[src/rtl/tfd_pkg.sv]
// Shared types and constants of the round-robin task dispatcher.
package tfd_pkg;

	localparam int TFD_MAX_WORKERS = 16;
	localparam int TFD_QUEUE_DEPTH = 16;

	localparam int PAYLOAD_W = 32;
	localparam int HANDLER_W = 8;
	localparam int IDX_W     = 4;
	localparam int STATUS_W  = 3;
	localparam int COUNT_W   = 5;
	localparam int ACTIVE_W  = 5;
	localparam int DONE_CNT_W = 32;
	localparam int APB_AW    = 3;
	localparam int APB_DW    = 32;

	localparam logic [ACTIVE_W-1:0]  ACTIVE_RST  = 5'd16;
	localparam logic [HANDLER_W-1:0] HANDLER_RST = 8'd1;

	localparam logic FUNC_SUBMIT = 1'b0;
	localparam logic FUNC_DONE   = 1'b1;

	localparam logic REG_ACTIVE  = 1'b0;
	localparam logic REG_DEFAULT = 1'b1;

	typedef enum logic [STATUS_W-1:0] {
		ST_DISPATCHED = 3'd0,
		ST_QUEUED     = 3'd1,
		ST_DROPPED    = 3'd2,
		ST_FREED      = 3'd3,
		ST_BADWORKER  = 3'd4
	} tfd_status_t;

	typedef struct packed {
		logic rd;
		logic push;
		logic pop;
	} tfd_qcmd_t;

	typedef struct packed {
		logic empty;
		logic full;
	} tfd_qstat_t;

	typedef struct packed {
		logic [PAYLOAD_W-1:0] payload;
		logic [HANDLER_W-1:0] handler;
	} tfd_qentry_t;

endpackage

[src/rtl/tfd_queue.sv]
// Task FIFO: one synchronous memory of payload and handler with head, tail and fill.
module tfd_queue import tfd_pkg::*; #(
	parameter int QUEUE_DEPTH = TFD_QUEUE_DEPTH,
	localparam int PW = $clog2(QUEUE_DEPTH),
	localparam int FW = $clog2(QUEUE_DEPTH + 1)
) (
	input  logic                 clk,
	input  logic                 arst_n,
	input  tfd_qcmd_t            cmd,
	input  logic [PAYLOAD_W-1:0] push_payload,
	input  logic [HANDLER_W-1:0] push_handler,
	output logic [PAYLOAD_W-1:0] head_payload,
	output logic [HANDLER_W-1:0] head_handler,
	output logic [FW-1:0]        fill,
	output tfd_qstat_t           qstat
);

	tfd_qentry_t mem [QUEUE_DEPTH];
	tfd_qentry_t rd_s1;
	logic [PW-1:0] head_q;
	logic [PW-1:0] tail_q;
	logic [FW-1:0] fill_q;

	always_ff @(posedge clk) begin
		if (cmd.push) begin
			mem[tail_q] <= '{payload: push_payload, handler: push_handler};
		end
		if (cmd.rd) begin
			rd_s1 <= mem[head_q];
		end
	end

	always_ff @(posedge clk or negedge arst_n) begin
		if (!arst_n) begin
			head_q <= '0;
			tail_q <= '0;
			fill_q <= '0;
		end else begin
			if (cmd.push) begin
				tail_q <= (tail_q == PW'(QUEUE_DEPTH - 1)) ? '0 : tail_q + PW'(1);
			end
			if (cmd.pop) begin
				head_q <= (head_q == PW'(QUEUE_DEPTH - 1)) ? '0 : head_q + PW'(1);
			end
			if (cmd.push && !cmd.pop) begin
				fill_q <= fill_q + FW'(1);
			end else if (cmd.pop && !cmd.push) begin
				fill_q <= fill_q - FW'(1);
			end
		end
	end

	assign head_payload = rd_s1.payload;
	assign head_handler = rd_s1.handler;
	assign fill         = fill_q;
	assign qstat.empty  = (fill_q == '0);
	assign qstat.full   = (fill_q == FW'(QUEUE_DEPTH));

endmodule

[src/rtl/task_fifo_round_robin_dispatcher.sv]
// Round-robin task dispatcher: task FIFO, worker idle flags and per-worker completion counters.
// An event is accepted when start is high and busy is low. The accept edge launches reads of
// the queue head and of the worker's completion counter, both memories with a registered read.
// In S_RUN the round-robin pointer is first reduced by active_workers until it lies below that
// register, normally not needed and only after that register was lowered; then the state is
// updated and the result registered, which is shown for one cycle with done high. busy is high
// from the accept edge until the result is registered. A new event can be accepted in the cycle
// that shows done, not before. Results cannot be stalled: sample them when done is high.
module task_fifo_round_robin_dispatcher import tfd_pkg::*; #(
	parameter int MAX_WORKERS = TFD_MAX_WORKERS,
	parameter int QUEUE_DEPTH = TFD_QUEUE_DEPTH
) (
	input  logic                  clk,
	input  logic                  arst_n,
	input  logic                  start,
	output logic                  busy,
	input  logic                  func,
	input  logic [PAYLOAD_W-1:0]  task_payload,
	input  logic [HANDLER_W-1:0]  handler_id,
	input  logic [IDX_W-1:0]      worker_index,
	output logic                  done,
	output logic [STATUS_W-1:0]   status,
	output logic [IDX_W-1:0]      dispatch_worker,
	output logic [PAYLOAD_W-1:0]  dispatch_payload,
	output logic [HANDLER_W-1:0]  dispatch_handler,
	output logic [COUNT_W-1:0]    queue_count,
	output logic [DONE_CNT_W-1:0] worker_done_count,
	input  logic                  psel,
	input  logic                  penable,
	input  logic                  pwrite,
	input  logic [APB_AW-1:0]     paddr,
	input  logic [APB_DW-1:0]     pwdata,
	output logic [APB_DW-1:0]     prdata,
	output logic                  pready
);

	localparam int WW = (MAX_WORKERS > 1) ? $clog2(MAX_WORKERS) : 1;
	localparam int NW = $clog2(MAX_WORKERS + 1);
	localparam int CW = (NW > IDX_W) ? NW : IDX_W;
	localparam int FW = $clog2(QUEUE_DEPTH + 1);

	typedef enum logic {
		S_IDLE,
		S_RUN
	} state_t;

	state_t state_q;

	logic [ACTIVE_W-1:0]  active_q;
	logic [HANDLER_W-1:0] def_handler_q;

	logic                 func_q;
	logic [PAYLOAD_W-1:0] payload_q;
	logic [HANDLER_W-1:0] handler_q;
	logic [IDX_W-1:0]     widx_q;
	logic [WW-1:0]        mod_q;
	logic [WW-1:0]        search_start_q;
	logic [MAX_WORKERS-1:0] idle_q;
	logic [MAX_WORKERS-1:0] cnt_vld_q;

	logic                  done_q;
	tfd_status_t           status_q;
	logic [IDX_W-1:0]      disp_w_q;
	logic [PAYLOAD_W-1:0]  disp_p_q;
	logic [HANDLER_W-1:0]  disp_h_q;
	logic [COUNT_W-1:0]    qcount_q;
	logic [DONE_CNT_W-1:0] done_cnt_q;

	logic [DONE_CNT_W-1:0] cnt_mem [MAX_WORKERS];
	logic [DONE_CNT_W-1:0] cnt_rd_s1;
	logic                  cnt_vld_s1;

	logic accept;
	logic cfg_wr;
	logic [NW-1:0] n_used;
	logic mod_ok;
	logic run_go;
	logic [WW-1:0] widx_in_w;
	logic [WW-1:0] widx_w;
	logic bad_worker;

	logic [MAX_WORKERS-1:0] idle_eff;
	logic [MAX_WORKERS-1:0] idle_next;
	logic [MAX_WORKERS-1:0] cand;
	logic [MAX_WORKERS-1:0] cand_hi;
	logic [MAX_WORKERS-1:0] sel;
	logic found;
	logic [WW-1:0] pick;
	logic [NW-1:0] pick_inc;
	logic [WW-1:0] next_start;

	tfd_qcmd_t            qcmd;
	tfd_qstat_t           qstat;
	logic [PAYLOAD_W-1:0] head_payload;
	logic [HANDLER_W-1:0] head_handler;
	logic [FW-1:0]        qfill;

	tfd_status_t           st_d;
	logic [PAYLOAD_W-1:0]  disp_p_d;
	logic [HANDLER_W-1:0]  disp_h_d;
	logic [DONE_CNT_W-1:0] cnt_new;
	logic [DONE_CNT_W-1:0] done_cnt_d;
	logic [FW-1:0]         fill_next;
	logic                  q_push;
	logic                  q_pop;
	logic                  dispatch;
	logic                  worker_free;

	assign accept = start && (state_q == S_IDLE);
	assign busy   = (state_q != S_IDLE);
	assign cfg_wr = psel && penable && pwrite;
	assign pready = 1'b1;
	assign prdata = (paddr[2] == REG_DEFAULT) ? APB_DW'(def_handler_q) : APB_DW'(active_q);

	always_comb begin
		if (active_q == '0) begin
			n_used = NW'(1);
		end else if (int'(active_q) > MAX_WORKERS) begin
			n_used = NW'(MAX_WORKERS);
		end else begin
			n_used = NW'(active_q);
		end
	end

	assign mod_ok     = (NW'(mod_q) < n_used);
	assign run_go     = (state_q == S_RUN) && mod_ok;
	assign widx_in_w  = WW'(worker_index);
	assign widx_w     = WW'(widx_q);
	assign bad_worker = (CW'(widx_q) >= CW'(n_used));

	// round-robin idle search from mod_q, wrapping at the active count
	always_comb begin
		idle_eff = idle_q;
		if (func_q == FUNC_DONE && !bad_worker) begin
			idle_eff[widx_w] = 1'b1;
		end
		for (int i = 0; i < MAX_WORKERS; i++) begin
			cand[i]    = idle_eff[i] && (i < int'(n_used));
			cand_hi[i] = cand[i] && (i >= int'(mod_q));
		end
		found = |cand;
		sel   = (cand_hi != '0) ? cand_hi : cand;
		pick  = '0;
		for (int i = MAX_WORKERS - 1; i >= 0; i--) begin
			if (sel[i]) begin
				pick = WW'(i);
			end
		end
		pick_inc   = NW'(pick) + NW'(1);
		next_start = (pick_inc == n_used) ? '0 : WW'(pick_inc);
	end

	assign cnt_new = (cnt_vld_s1 ? cnt_rd_s1 : '0) + DONE_CNT_W'(1);

	always_comb begin
		st_d        = ST_FREED;
		disp_p_d    = '0;
		disp_h_d    = '0;
		done_cnt_d  = '0;
		q_push      = 1'b0;
		q_pop       = 1'b0;
		dispatch    = 1'b0;
		worker_free = 1'b0;
		if (func_q == FUNC_SUBMIT) begin
			if (qstat.empty && found) begin
				dispatch = 1'b1;
				st_d     = ST_DISPATCHED;
				disp_p_d = payload_q;
				disp_h_d = (handler_q == '0) ? def_handler_q : handler_q;
			end else if (!qstat.full) begin
				q_push = 1'b1;
				st_d   = ST_QUEUED;
			end else begin
				st_d = ST_DROPPED;
			end
		end else begin
			if (bad_worker) begin
				st_d = ST_BADWORKER;
			end else begin
				worker_free = 1'b1;
				done_cnt_d  = cnt_new;
				if (!qstat.empty && found) begin
					q_pop    = 1'b1;
					dispatch = 1'b1;
					st_d     = ST_DISPATCHED;
					disp_p_d = head_payload;
					disp_h_d = head_handler;
				end
			end
		end
		if (q_push) begin
			fill_next = qfill + FW'(1);
		end else if (q_pop) begin
			fill_next = qfill - FW'(1);
		end else begin
			fill_next = qfill;
		end
	end

	// freed worker marked idle, then the chosen worker marked busy
	always_comb begin
		idle_next = idle_eff;
		if (dispatch) begin
			idle_next[pick] = 1'b0;
		end
	end

	assign qcmd.rd   = accept;
	assign qcmd.push = run_go && q_push;
	assign qcmd.pop  = run_go && q_pop;

	tfd_queue #(
		.QUEUE_DEPTH(QUEUE_DEPTH)
	) u_queue (
		.clk         (clk),
		.arst_n      (arst_n),
		.cmd         (qcmd),
		.push_payload(payload_q),
		.push_handler((handler_q == '0) ? def_handler_q : handler_q),
		.head_payload(head_payload),
		.head_handler(head_handler),
		.fill        (qfill),
		.qstat       (qstat)
	);

	always_ff @(posedge clk) begin
		if (run_go && worker_free) begin
			cnt_mem[widx_w] <= cnt_new;
		end
		if (accept) begin
			cnt_rd_s1 <= cnt_mem[widx_in_w];
		end
	end

	always_ff @(posedge clk or negedge arst_n) begin
		if (!arst_n) begin
			state_q        <= S_IDLE;
			active_q       <= ACTIVE_RST;
			def_handler_q  <= HANDLER_RST;
			func_q         <= FUNC_SUBMIT;
			payload_q      <= '0;
			handler_q      <= '0;
			widx_q         <= '0;
			mod_q          <= '0;
			search_start_q <= '0;
			idle_q         <= '1;
			cnt_vld_q      <= '0;
			cnt_vld_s1     <= 1'b0;
			done_q         <= 1'b0;
			status_q       <= ST_DISPATCHED;
			disp_w_q       <= '0;
			disp_p_q       <= '0;
			disp_h_q       <= '0;
			qcount_q       <= '0;
			done_cnt_q     <= '0;
		end else begin
			done_q <= run_go;
			if (cfg_wr) begin
				if (paddr[2] == REG_DEFAULT) begin
					def_handler_q <= pwdata[HANDLER_W-1:0];
				end else begin
					active_q <= pwdata[ACTIVE_W-1:0];
				end
			end
			case (state_q)
				S_IDLE: begin
					if (start) begin
						func_q     <= func;
						payload_q  <= task_payload;
						handler_q  <= handler_id;
						widx_q     <= worker_index;
						mod_q      <= search_start_q;
						cnt_vld_s1 <= cnt_vld_q[widx_in_w];
						state_q    <= S_RUN;
					end
				end
				S_RUN: begin
					if (!mod_ok) begin
						mod_q <= WW'(NW'(mod_q) - n_used);
					end else begin
						idle_q <= idle_next;
						if (worker_free) begin
							cnt_vld_q[widx_w] <= 1'b1;
						end
						if (dispatch) begin
							search_start_q <= next_start;
						end
						status_q   <= st_d;
						disp_w_q   <= dispatch ? IDX_W'(pick) : '0;
						disp_p_q   <= disp_p_d;
						disp_h_q   <= disp_h_d;
						qcount_q   <= COUNT_W'(fill_next);
						done_cnt_q <= done_cnt_d;
						state_q    <= S_IDLE;
					end
				end
				default: begin
					state_q <= S_IDLE;
				end
			endcase
		end
	end

	assign done              = done_q;
	assign status            = status_q;
	assign dispatch_worker   = disp_w_q;
	assign dispatch_payload  = disp_p_q;
	assign dispatch_handler  = disp_h_q;
	assign queue_count       = qcount_q;
	assign worker_done_count = done_cnt_q;

endmodule

[config.mk]
export PLATFORM = sky130hd
export DESIGN_NAME = task_fifo_round_robin_dispatcher
export DESIGN_NICKNAME = d
export VERILOG_FILES = /design/src/rtl/tfd_pkg.sv /design/src/rtl/tfd_queue.sv /design/src/rtl/task_fifo_round_robin_dispatcher.sv
export SDC_FILE = /design/constraint.sdc
export NUM_CORES = 1
export LEC_CHECK = 0
export BUFFER_PORTS_ARGS = -buffer_cell sky130_fd_sc_hd__buf_2
export CAP_MARGIN = 0
export CELL_PAD_IN_SITES_DETAIL_PLACEMENT = 0
export CELL_PAD_IN_SITES_GLOBAL_PLACEMENT = 1
export CORE_MARGIN = 1
export CORE_UTILIZATION = 47
export DETAILED_ROUTE_END_ITERATION = 10
export GPL_TIMING_DRIVEN = 1
export PLACE_DENSITY = 0.75
export SETUP_SLACK_MARGIN = 0.1
export SLEW_MARGIN = 5
export SYNTH_ARGS = -nofsm -noshare
export SYNTH_HDL_FRONTEND = slang
export SYNTH_SLANG_ARGS = --single-unit
[constraint.sdc]
create_clock -name clk -period 15.6 [get_ports clk]
set_input_delay 2.34 -clock clk [delete_from_list [all_inputs] [get_ports clk]]
set_output_delay 2.34 -clock clk [all_outputs]
set_load 0.1 [all_outputs]
# --- Word level (Yosys, flattened, before mapping) ---
# Memories as Yosys holds them, arrays and structs flattened. A register that Yosys moved wholly into a read port is not among the register bits.
# Index checks and enable logic that the tools add are counted.
word_totals:
  output_inout_bits: 119
  in_bits: 86
  mem_bits_ro: 0
  wordCells: 217
  latch_bits: 0
  ram_bits: 1152
  register_bits: 198
  n_memories: 2
memory_table:
  columns: ["memory", "words", "word_bits", "rd", "rd_ports_with_merged_regs", "write_ports", "line", "source"]
  rows:
  - ["u_queue.mem", 16, 40, 1, 1, 1, "tfd_queue.sv:18", "tfd_qentry_t mem [QUEUE_DEPTH];"]
  - ["cnt_mem", 16, 32, 1, 1, 1, "task_fifo_round_robin_dispatcher.sv:69", "logic [DONE_CNT_W-1:0] cnt_mem [MAX_WORKERS];"]
classes:
  reduce_logical: 62
  add_sub_neg: 7
  bitwise_logic: 6
  magnitude_cmp: 39
  multipliers: 0
  div: 0
  eq_ne: 6
  n_shift: 0
  muxes: 73
ops:
  columns: ["cell", "n"]
  rows:
  - ["two-way mux 32 bit", 7]
  - ["two-way mux 4 bit", 22]
  - ["two-way mux 8 bit", 6]
  - ["logical AND 1 bit", 45]
  - ["less-than comparator 4 x 5 -> 1 bit, first input constant", 8]
  - ["adder 32 x 1 -> 32 bit, second input constant", 1]
  - ["two-way mux 16 bit", 2]
  - ["OR 16 bit", 2]
  - ["two-way mux 5 bit", 6]
  - ["greater-or-equal comparator 4 bit, first input constant", 7]
  - ["less-than comparator 3 x 5 -> 1 bit, first input constant", 4]
  - ["two-way mux 1 bit", 19]
  - ["bitwise AND 16 bit", 1]
  - ["greater-or-equal comparator 3 x 4 -> 1 bit, first input constant", 4]
  - ["NOT 16 bit", 1]
  - ["nonzero test 16 bit", 1]
  - ["OR reduction 16 bit", 1]
  - ["less-than comparator 4 x 5 -> 1 bit, second input constant", 3]
  - ["two-way mux 15 bit", 1]
  - ["zero test 5 bit", 2]
  - ["less-than comparator 1 x 5 -> 1 bit, first input constant", 2]
  - ["less-than comparator 2 x 5 -> 1 bit, first input constant", 2]
  - ["AND reduction 2 bit", 5]
  - ["adder 4 x 1 -> 4 bit, second input constant", 2]
  - ["25 further kinds", 39]

# --- Depth between registers and ports, before layout ---
# Gate-level depths: netlist of run 1.
logic_depth:
  ltp_word: 33
  ltp_mapped: 25
  mapped_depth_nobuf: 22

# --- By module ---
# Synthesis of run 1 repeated with hierarchy kept, for this count alone.
hier_totals:
  cells_unflattened: 2905
  area_unflattened_um2: 56322.8
by_module_without_submodules:
  columns: ["mod", "area_each_um2", "n_inst", "seq_area_each_um2", "cells_per_inst"]
  rows:
  - ["task_fifo_round_robin_dispatcher", 30357.9, 1, 20987.6, 1786]
  - ["tfd_queue", 25964.9, 1, 20744.9, 1119]

# --- Worst setup path after synthesis of run 1 ---
# Ideal clock, no wire load.
synth_timing:
  path_kind: "input-to-output"
  start: "in paddr[2]"
  end: "out prdata[4]"
  setup_slack_ps: 8607
  t_required_ps: 13260
  path_buffers: 1
  arrival_time_ps: 4653
  stages: 2
  cell_sequence: "clkbuf_1 -> o21ai_0"
synth_between:
  elab_chain_len: 1
synth_lines:
  columns: ["element", "line", "source"]
  rows:
  - ["start, declared", "task_fifo_round_robin_dispatcher.sv:31", "input logic [APB_AW-1:0] paddr,"]
  - ["two-way mux 8 bit", "task_fifo_round_robin_dispatcher.sv:113", "assign prdata = (paddr[2] == REG_DEFAULT) ? APB_DW'(def_handler_q) : APB_DW'(active_q);"]
  - ["end, declared", "task_fifo_round_robin_dispatcher.sv:33", "output logic [APB_DW-1:0] prdata,"]
# Every way passes these cells.

# --- Final worst setup path of run 1 ---
layout_timing:
  start: "reg active_q[2]"
  end: "reg search_start_q[1]"
layout_between:
  elab_chain_len: 29
  elab_cells_between_ends: 85
  cone_classes: "add/sub: 1; order compare: 19; eq/ne: 1; mux: 25; reduce/logical: 39"
layout_lines:
  columns: ["element", "line", "source"]
  rows:
  - ["start, declared", "task_fifo_round_robin_dispatcher.sv:49", "logic [ACTIVE_W-1:0] active_q;"]
  - ["start signal, assigned", "task_fifo_round_robin_dispatcher.sv:262", "active_q <= pwdata[ACTIVE_W-1:0];"]
  - ["greater-than comparator 5 bit", "task_fifo_round_robin_dispatcher.sv:118", "end else if (int'(active_q) > MAX_WORKERS) begin"]
  - ["two-way mux 5 bit", "task_fifo_round_robin_dispatcher.sv:118", null]
  - ["two-way mux 5 bit (*)", "task_fifo_round_robin_dispatcher.sv:116", "if (active_q == '0) begin"]
  - ["greater-or-equal comparator 4 x 5 -> 1 bit", "task_fifo_round_robin_dispatcher.sv:129", "assign bad_worker = (CW'(widx_q) >= CW'(n_used));"]
  - ["zero test 1 bit", "task_fifo_round_robin_dispatcher.sv:134", "if (func_q == FUNC_DONE && !bad_worker) begin"]
  - ["logical AND 1 bit", "task_fifo_round_robin_dispatcher.sv:134", null]
  - ["two-way mux 16 bit", "task_fifo_round_robin_dispatcher.sv:134", null]
  - ["logical AND 1 bit", "task_fifo_round_robin_dispatcher.sv:138", "cand[i] = idle_eff[i] && (i < int'(n_used));"]
  - ["logical AND 1 bit", "task_fifo_round_robin_dispatcher.sv:139", "cand_hi[i] = cand[i] && (i >= int'(mod_q));"]
  - ["nonzero test 16 bit", "task_fifo_round_robin_dispatcher.sv:142", "sel = (cand_hi != '0) ? cand_hi : cand;"]
  - ["two-way mux 15 bit", "task_fifo_round_robin_dispatcher.sv:142", null]
  - ["two-way mux 4 bit (15 in a row)", "task_fifo_round_robin_dispatcher.sv:145", "if (sel[i]) begin"]
  - ["adder 4 x 1 -> 5 bit", "task_fifo_round_robin_dispatcher.sv:149", "pick_inc = NW'(pick) + NW'(1);"]
  - ["equality test 5 bit", "task_fifo_round_robin_dispatcher.sv:150", "next_start = (pick_inc == n_used) ? '0 : WW'(pick_inc);"]
  - ["two-way mux 4 bit", "task_fifo_round_robin_dispatcher.sv:150", null]
  - ["end signal, assigned", "task_fifo_round_robin_dispatcher.sv:286", "search_start_q <= next_start;"]
  - ["end, declared", "task_fifo_round_robin_dispatcher.sv:57", "logic [WW-1:0] search_start_q;"]
# Every way passes the cells marked *; elsewhere a longest branch is shown, timed or not.
# A chain may end at the register's enable or synchronous reset.

==> results of run 1 <==
==> critical path, stage by stage, from the launching register on <==
cell       delay, ns
dfrtp_1         0.58
or2_1           0.39
nor2_1          0.12
nor2_1          0.06
nor2_1          0.28
ha_1            0.30
nor2b_1         0.15
o21a_1          0.29
nor2_8          0.11
o41ai_1         0.77
o2bb2ai_1       0.37
nor4_4          0.14
a31oi_1         0.30
a222oi_1        0.14
o21ai_0         0.41
nand2_1         0.11
o211ai_1        0.24
inv_1           0.12
ha_1            0.30
xor2_1          0.19
xnor2_1         0.19
a2111oi_4       0.46
a221oi_1        0.14
==> cells by family (layout without fill, tap and decap cells) <==
kind of cell	Yosys count	in the layout	synth area share [%]
adders and majority gates	22	22	0.504
DFF	1422	1422	74.3
muxes	430	430	15.9
xor gates and xnor gates	44	44	0.687
other	2	25	0.0134
and+or+nand+nor	429	429	3.59
buffers and inverters	199	489	1.55
AOI/OAI and AO/OA	253	253	3.37
==> routing by layer <==
| layer | wire length, um | share of wire, % | global-route usage [%] |
|---|---|---|---|
| met4 | 2750 | 2.1 | 6.18 |
| met1 | 53400 | 40 | 30.5 |
| met5 | 19 | 0.014 | 0 |
| met3 | 10000 | 7.5 | 3.83 |
| met2 | 67000 | 50 | 37.4 |
==> synth_stat cells, types with 7 or more instances <==
master    number  area [um2]
a221oi_1      42         368
mux2_2        61         687
or3_1          7        43.8
nor2_1       160         601
clkbuf_1      99         372
buf_4         27         203
nand2_1      106         398
or2_2         19         119
nand2b_1      10        62.6
nor3_1        18        90.1
mux4_2       365        8220
a21o_1        15         113
nor2b_1       13        81.3
o22ai_1        7        43.8
dfrtp_1      180        4500
a21oi_1       31         155
a31oi_1       14        87.6
inv_1         25        93.8
a22o_1        22         193
edfxtp_1    1224       36800
buf_1         40         150
nand4_1       17         106
o21ai_0       41         205
nand3_1       25         125
xor2_1        27         236
ha_1          21         263
xnor2_1       17         149
and2_1        28         175
dfstp_2       18         473
==> final timing paths <==
| check | end | slack, ns |
|---|---|---|
| max | search_start_q[1]$_DFFE_PN0P_ | 9.28 |
| min | cnt_vld_q[3]$_DFFE_PN0P_ | 0.46 |
| max reg2reg | search_start_q[1]$_DFFE_PN0P_ | 9.28 |
| min reg2reg | cnt_vld_q[3]$_DFFE_PN0P_ | 0.46 |
| max in group asynchronous | u_queue.head_q[3]$_DFFE_PN0P_ | 11.57 |
| min in group asynchronous | payload_q[8]$_DFFE_PN0P_ | 1.66 |
==> cell type report <==
class	count	area share (%)
Tap cell	1536	3.04
Inverter	27	0.160
Sequential cell	1422	66.0
Multi-Input combinational cell	1203	21.8
Clock inverter	63	0.871
Clock buffer	203	6.29
Timing Repair Buffer	196	1.79
==> registers in the layout (all words and copies together), names as in the netlist, 4 cells and up <==
name                  count
idle_q                   16
u_queue.mem             640
cnt_rd_s1                32
widx_q                    4
cnt_vld_q                16
handler_q                 8
cnt_mem                 512
worker_done_count        32
search_start_q            4
def_handler_q             8
u_queue.head_handler      8
mod_q                     4
payload_q                32
dispatch_payload         32
dispatch_handler          8
queue_count               5
dispatch_worker           4
active_q                  5
u_queue.tail_q            4
u_queue.fill              5
u_queue.head_payload     32
u_queue.head_q            4
==> report_power, final <==
part / switching (mW) / leakage [nW] / internal (mW)
Clock: 1.43 / 2.20 / 1.89
Combinational: 2.18 / 5.24 / 1.03
Sequential: 0.472 / 13.6 / 4.91
==> impl_results.md, run 1 <==
- Post-layout util: 53.5%
- PostCTS Resize Cnt: 0
- Synth cell types: 84
- Fin crit share: 40.5%
- Setup WS post-layout: 9.28 ns
- Final Cell Area: 63,200 um2
- WP data arrival: 6.92 ns
- Diodes inserted: 0
- Actual slew at the worst max-slew pin: 1.24 ns
- Post-CTS Setup Bufs: 0
- I/O Pins: 205
- CTS tree: yes
- F_max: 158 MHz
- Initial core utilization: 47.5%
- Chip Width: 348 um
- Critical Path RT: 16.20 ns
- Root buffer cell: clkbuf_16
- Hold_buf cts: 0
- Relative max-transition margin: 16.9%
- Reg area: 41,700 um2
- TNS Setup: 0 ns
- R2R cell count: 22
- RSZ-0062 raised after global routing: false
- Fraction of layout cells with a size suffix above 1: 29.2%
- # Max-Cap Violations: 0
- Fin. Hold Viols: 0
- Most frequent cells in the layout: 1,224 x edfxtp_1, 365 x mux4_2, 176 x dfrtp_1
- YS warnings: 0
- Placement Setup Slack: 9.32 ns
- Post-synth EDFFs: 1,224
- Leakage: 21.0 nW
- Row count: 126
- WS Path Type: reg -> reg
- Cell Pwr Density: 188 nW/um2
- Maximum VDD drop: 0.253 mV
- GRT Total Usage: 22.4%
- Async SR Flop Fraction: 13.9%
- Status: finished, final reports clean
- Most used DFF post-synth: edfxtp_1
- CP startpoint kind: register
- Syn_area_per_cell: 20.0 um2
- Initial DRC Count: 3,278
- Initial antenna violation count: 4
- Nets: 3,102
- Maximum fanout along the worst path: 13
- H-tree levels: 4
- Vias in the first global route: 29.7k
- Most common cell after layout, fill and taps aside: edfxtp_1
- Final WL: 133 mm
- Area Overhead vs Synth: 12.7%
- Total chip power: 11.9 mW
- Final std cells w/o fill: 4,650
- Hold path cells: 1
- Max-slew violations: 0
- Die height: 348 um
- Full die area: 121,000 um2
- Dpl cells: 4,384
- Port Buf Inserts: 153
- Vias: 28.4k
- Drt drc: 0
- Reg clk slew, reported paths: 0.06 ns
- Hold path startpoint: cnt_vld_q[3]$_DFFE_PN0P_
- Final ANT Viol Nets: 0
- TritonCTS Buffers: 144
- Post-synthesis sequential area ratio: 74.3%
- Area of the multi-input gates: 13,800 um2
- Setup Skew: 0.0263 ns
- Skew-Pair Late Insertion Delay: 0.75 ns
- DP Area: 58,700 um2
- Clock buffer depth: 3
- R2R Path Start: active_q[2]$_DFFE_PN0P_
- Pre-antenna DRT Iters: 8
- Wire per inst: 28.6 um
- Final setup vio count: 0
- First-pass GRT wire length: 197 mm
- HPWL after DPL: 69.1 mm
- CP endpoint kind: register
- Min Tclk post-route: 6.32 ns
- WHS: 0.462 ns
- Total gr overflow: 0
- Fill cells: 9,054
- Post-Syn Area: 56,100 um2
- Gpl congestion: 0.823
- CP startpoint: active_q[2]$_DFFE_PN0P_
- Worst Hold Class: reg -> reg
- Core region area: 118,000 um2
- Clock sinks: 1,422
- Vias per inst: 6.11
- Seq cells post-synth: 1,422
- Largest net degree at the start of global routing: 123
- Post-Syn Instances: 2,801
Note: power is estimated with default switching activity, not from simulation.
==> inputs of run 2 (changes only) <==
==> constraint.sdc (replaced) <==
create_clock -name clk -period 6.4 [get_ports clk]
set_input_delay 0.96 -clock clk [delete_from_list [all_inputs] [get_ports clk]]
set_output_delay 0.96 -clock clk [all_outputs]
set_load 0.1 [all_outputs]
==> impl_results.md, run 2 (synthesis results as in run 1) <==
- CP endpoint kind: register
- Core region area: 118,000 um2 (unchanged)
- Die height: 348 um (unchanged)
- Sw Share: 33.9% (-0.41 points)
- Sequential Power Share: 44.7% (-0.5 points)
- Diodes inserted: 0 (unchanged)
- Skew-Pair Late Insertion Delay: 0.76 ns (about the same)
- Max-slew violations: 0 (unchanged)
- TNS Setup: 0 ns (unchanged)
- Most flop-heavy register: u_queue.mem
- Chip Width: 348 um (unchanged)
- Clock sinks: 1,422 (unchanged)
- Hold_buf cts: 0 (unchanged)
- Largest net degree at the start of global routing: 149 (+21%)
- Drt drc: 0 (unchanged)
- Initial antenna violation count: 0 (-4)
- I/O Pins: 205 (unchanged)
- Critical Path RT: 6.98 ns (-9.22 ns)
- Full die area: 121,000 um2 (unchanged)
- Worst Hold Class: in -> async
- Pre-antenna DRT Iters: 5 (-3)
- Nets: 3,140 (+1.2%)
- Post-layout util: 54.1% (+0.66 points)
- Vias per inst: 5.99 (-1.9%)
- Min Tclk post-route: 5.84 ns (-0.481 ns)
- Final WL: 132 mm (-0.72%)
- Area Overhead vs Synth: 14.1%
- Fin crit share: 91.2% (+51 points)
- Clock buffer depth: 3 (unchanged)
- Largest register FFs: 640 (unchanged)
- Relative max-transition margin: 15.9% (-0.99 points)
- F_max: 171 MHz (+8.2%)
- Gpl congestion: 0.854 (+3.7%)
- WP data arrival: 6.42 ns (-0.50 ns)
- CTS tree: yes
- Maximum VDD drop: 0.458 mV (+81%)
- Psw: 9.94 mW (+140%)
- CP startpoint kind: register
- HPWL after DPL: 73.4 mm (+6.3%)
- Reg clk slew, reported paths: 0.06 ns (about the same)
- Fin. Hold Viols: 0 (unchanged)
- Clock power frac: 28.4% (+0.5 points)
- First-pass GRT wire length: 197 mm (-0.27%)
- Logic pwr share: 26.9% (about the same)
- Initial DRC Count: 2,943 (-10%)
- Initial core utilization: 47.5% (unchanged)
- WS Path Type: reg -> reg
- Total gr overflow: 0 (unchanged)
- TritonCTS Buffers: 143 (-0.69%)
- Setup Skew: 0.0339 ns (+0.00758 ns)
- Actual slew at the worst max-slew pin: 1.26 ns (+0.0237 ns)
- # Max-Cap Violations: 0 (unchanged)
- Row count: 126 (unchanged)
- Biggest regs: u_queue.mem x640, cnt_mem x512
- Vias: 28.1k (-1.0%)
- Port Buf Inserts: 153 (unchanged)
- Fraction of layout cells with a size suffix above 1: 30.7% (+1.5 points)
- Wire per inst: 28.2 um (-1.5%)
- Leakage: 21.4 nW (+1.8%)
- P_int: 19.4 mW (+150%)
- Most frequent cells in the layout: 1,224 x edfxtp_1, 365 x mux4_2, 176 x dfrtp_1
- Most common cell after layout, fill and taps aside: edfxtp_1
- Root buffer cell: clkbuf_16
- Cell Pwr Density: 458 nW/um2 (+140%)
- RSZ-0062 raised after global routing: false
- Final ANT Viol Nets: 0 (unchanged)
- H-tree levels: 4 (unchanged)
- GRT Total Usage: 22.3% (-0.060 points)
- Maximum fanout along the worst path: 12 (-1)
- Final setup vio count: 0 (unchanged)
- Vias in the first global route: 29.2k (-1.4%)
- Status: finished, final reports clean
-- run 2: per-layer routing --
| layer | vias up | GRT usage (%) | part of all wire (%) |
|---|---|---|---|
| met5 | - | 0 | 0 |
| met4 | 0 | 6.37 | 2.2 |
| met3 | 188 | 4.00 | 7.6 |
| met2 | 1207 | 37.3 | 51 |
| met1 | 14800 | 30.2 | 39 |
| li1 | 11900 | - | - |
-- run 2: metrics by stage --
| step | hold slack (ns) | cell area [um2] | instances | power (mW) | setup slack, ns |
|---|---|---|---|---|---|
| after floorplan | 0.434 | 56200 | 2824 | 18.7 | 1.40 |
| after global placement | 0.446 | 59300 | 4422 | 21.0 | 0.449 |
| after detailed placement | 0.449 | 59300 | 4422 | 21.2 | 0.474 |
| after CTS | 0.117 | 64000 | 4688 | 29.5 | 0.424 |
| after global routing | 0.156 | 64000 | 4689 | 30.5 | 0.118 |
| final | 0.147 | 64000 | 4689 | 29.3 | 0.562 |
-- run 2: path summary, 6_finish.rpt --
kind	from	end	slack (ns)	depth (start not counted)
worst max register to register	active_q[1]$_DFFE_PN0P_	search_start_q[1]$_DFFE_PN0P_	0.56	22
worst max-delay path	active_q[1]$_DFFE_PN0P_	search_start_q[1]$_DFFE_PN0P_	0.56	22
max in group asynchronous	arst_n	worker_done_count[30]$_DFFE_PN0P_	4.86	2
worst min-delay path	arst_n	dispatch_payload[7]$_DFFE_PN0P_	0.15	1
min in group clk	task_payload[30]	payload_q[30]$_DFFE_PN0P_	0.45	2
worst min register to register	cnt_vld_q[15]$_DFFE_PN0P_	cnt_vld_q[15]$_DFFE_PN0P_	0.46	1
-- run 2: power by group through the flow --
stage                     Sequential [mW]  Clock (mW)  Combinational (mW)
after floorplan                      14.1           0                4.58
after global placement               13.2           0                7.76
after detailed placement             13.3           0                7.88
after CTS                            13.1        8.48                7.92
after global routing                 13.3        8.83                8.42
final                                13.1        8.33                7.89
-- run 2: what timing repair did --
action / in CTS / in global routing
endpoints found under the setup margin: 0 / 4
buffers inserted: 0 / 1
resized for setup: 0 / 3
-- run 2: final cells by class --
cell class	instances	area (um2)
Fill cell	8904	54200
Sequential cell	1422	41700
Multi-Input combinational cell	1203	13800
Clock buffer	194	3940
Tap cell	1536	1920
Timing Repair Buffer	235	1730
Clock inverter	72	796
Inverter	27	101
-- run 2: critical path, stage by stage (launching register included) --
cell       delay [ns]
dfrtp_1          0.50
or2_1            0.32
nor2_1           0.10
nor2_1           0.04
nor2_1           0.27
ha_1             0.18
nor2b_1          0.05
o21a_1           0.27
nor2_8           0.22
a2bb2oi_1        0.44
o2bb2ai_1        0.27
or4_1            0.51
o31ai_1          0.42
a211oi_1         0.14
o21ai_1          0.19
nand2_1          0.12
o211ai_1         0.21
inv_1            0.11
ha_1             0.33
xor2_1           0.20
xnor2_1          0.18
a2111oi_4        0.45
a221oi_1         0.13
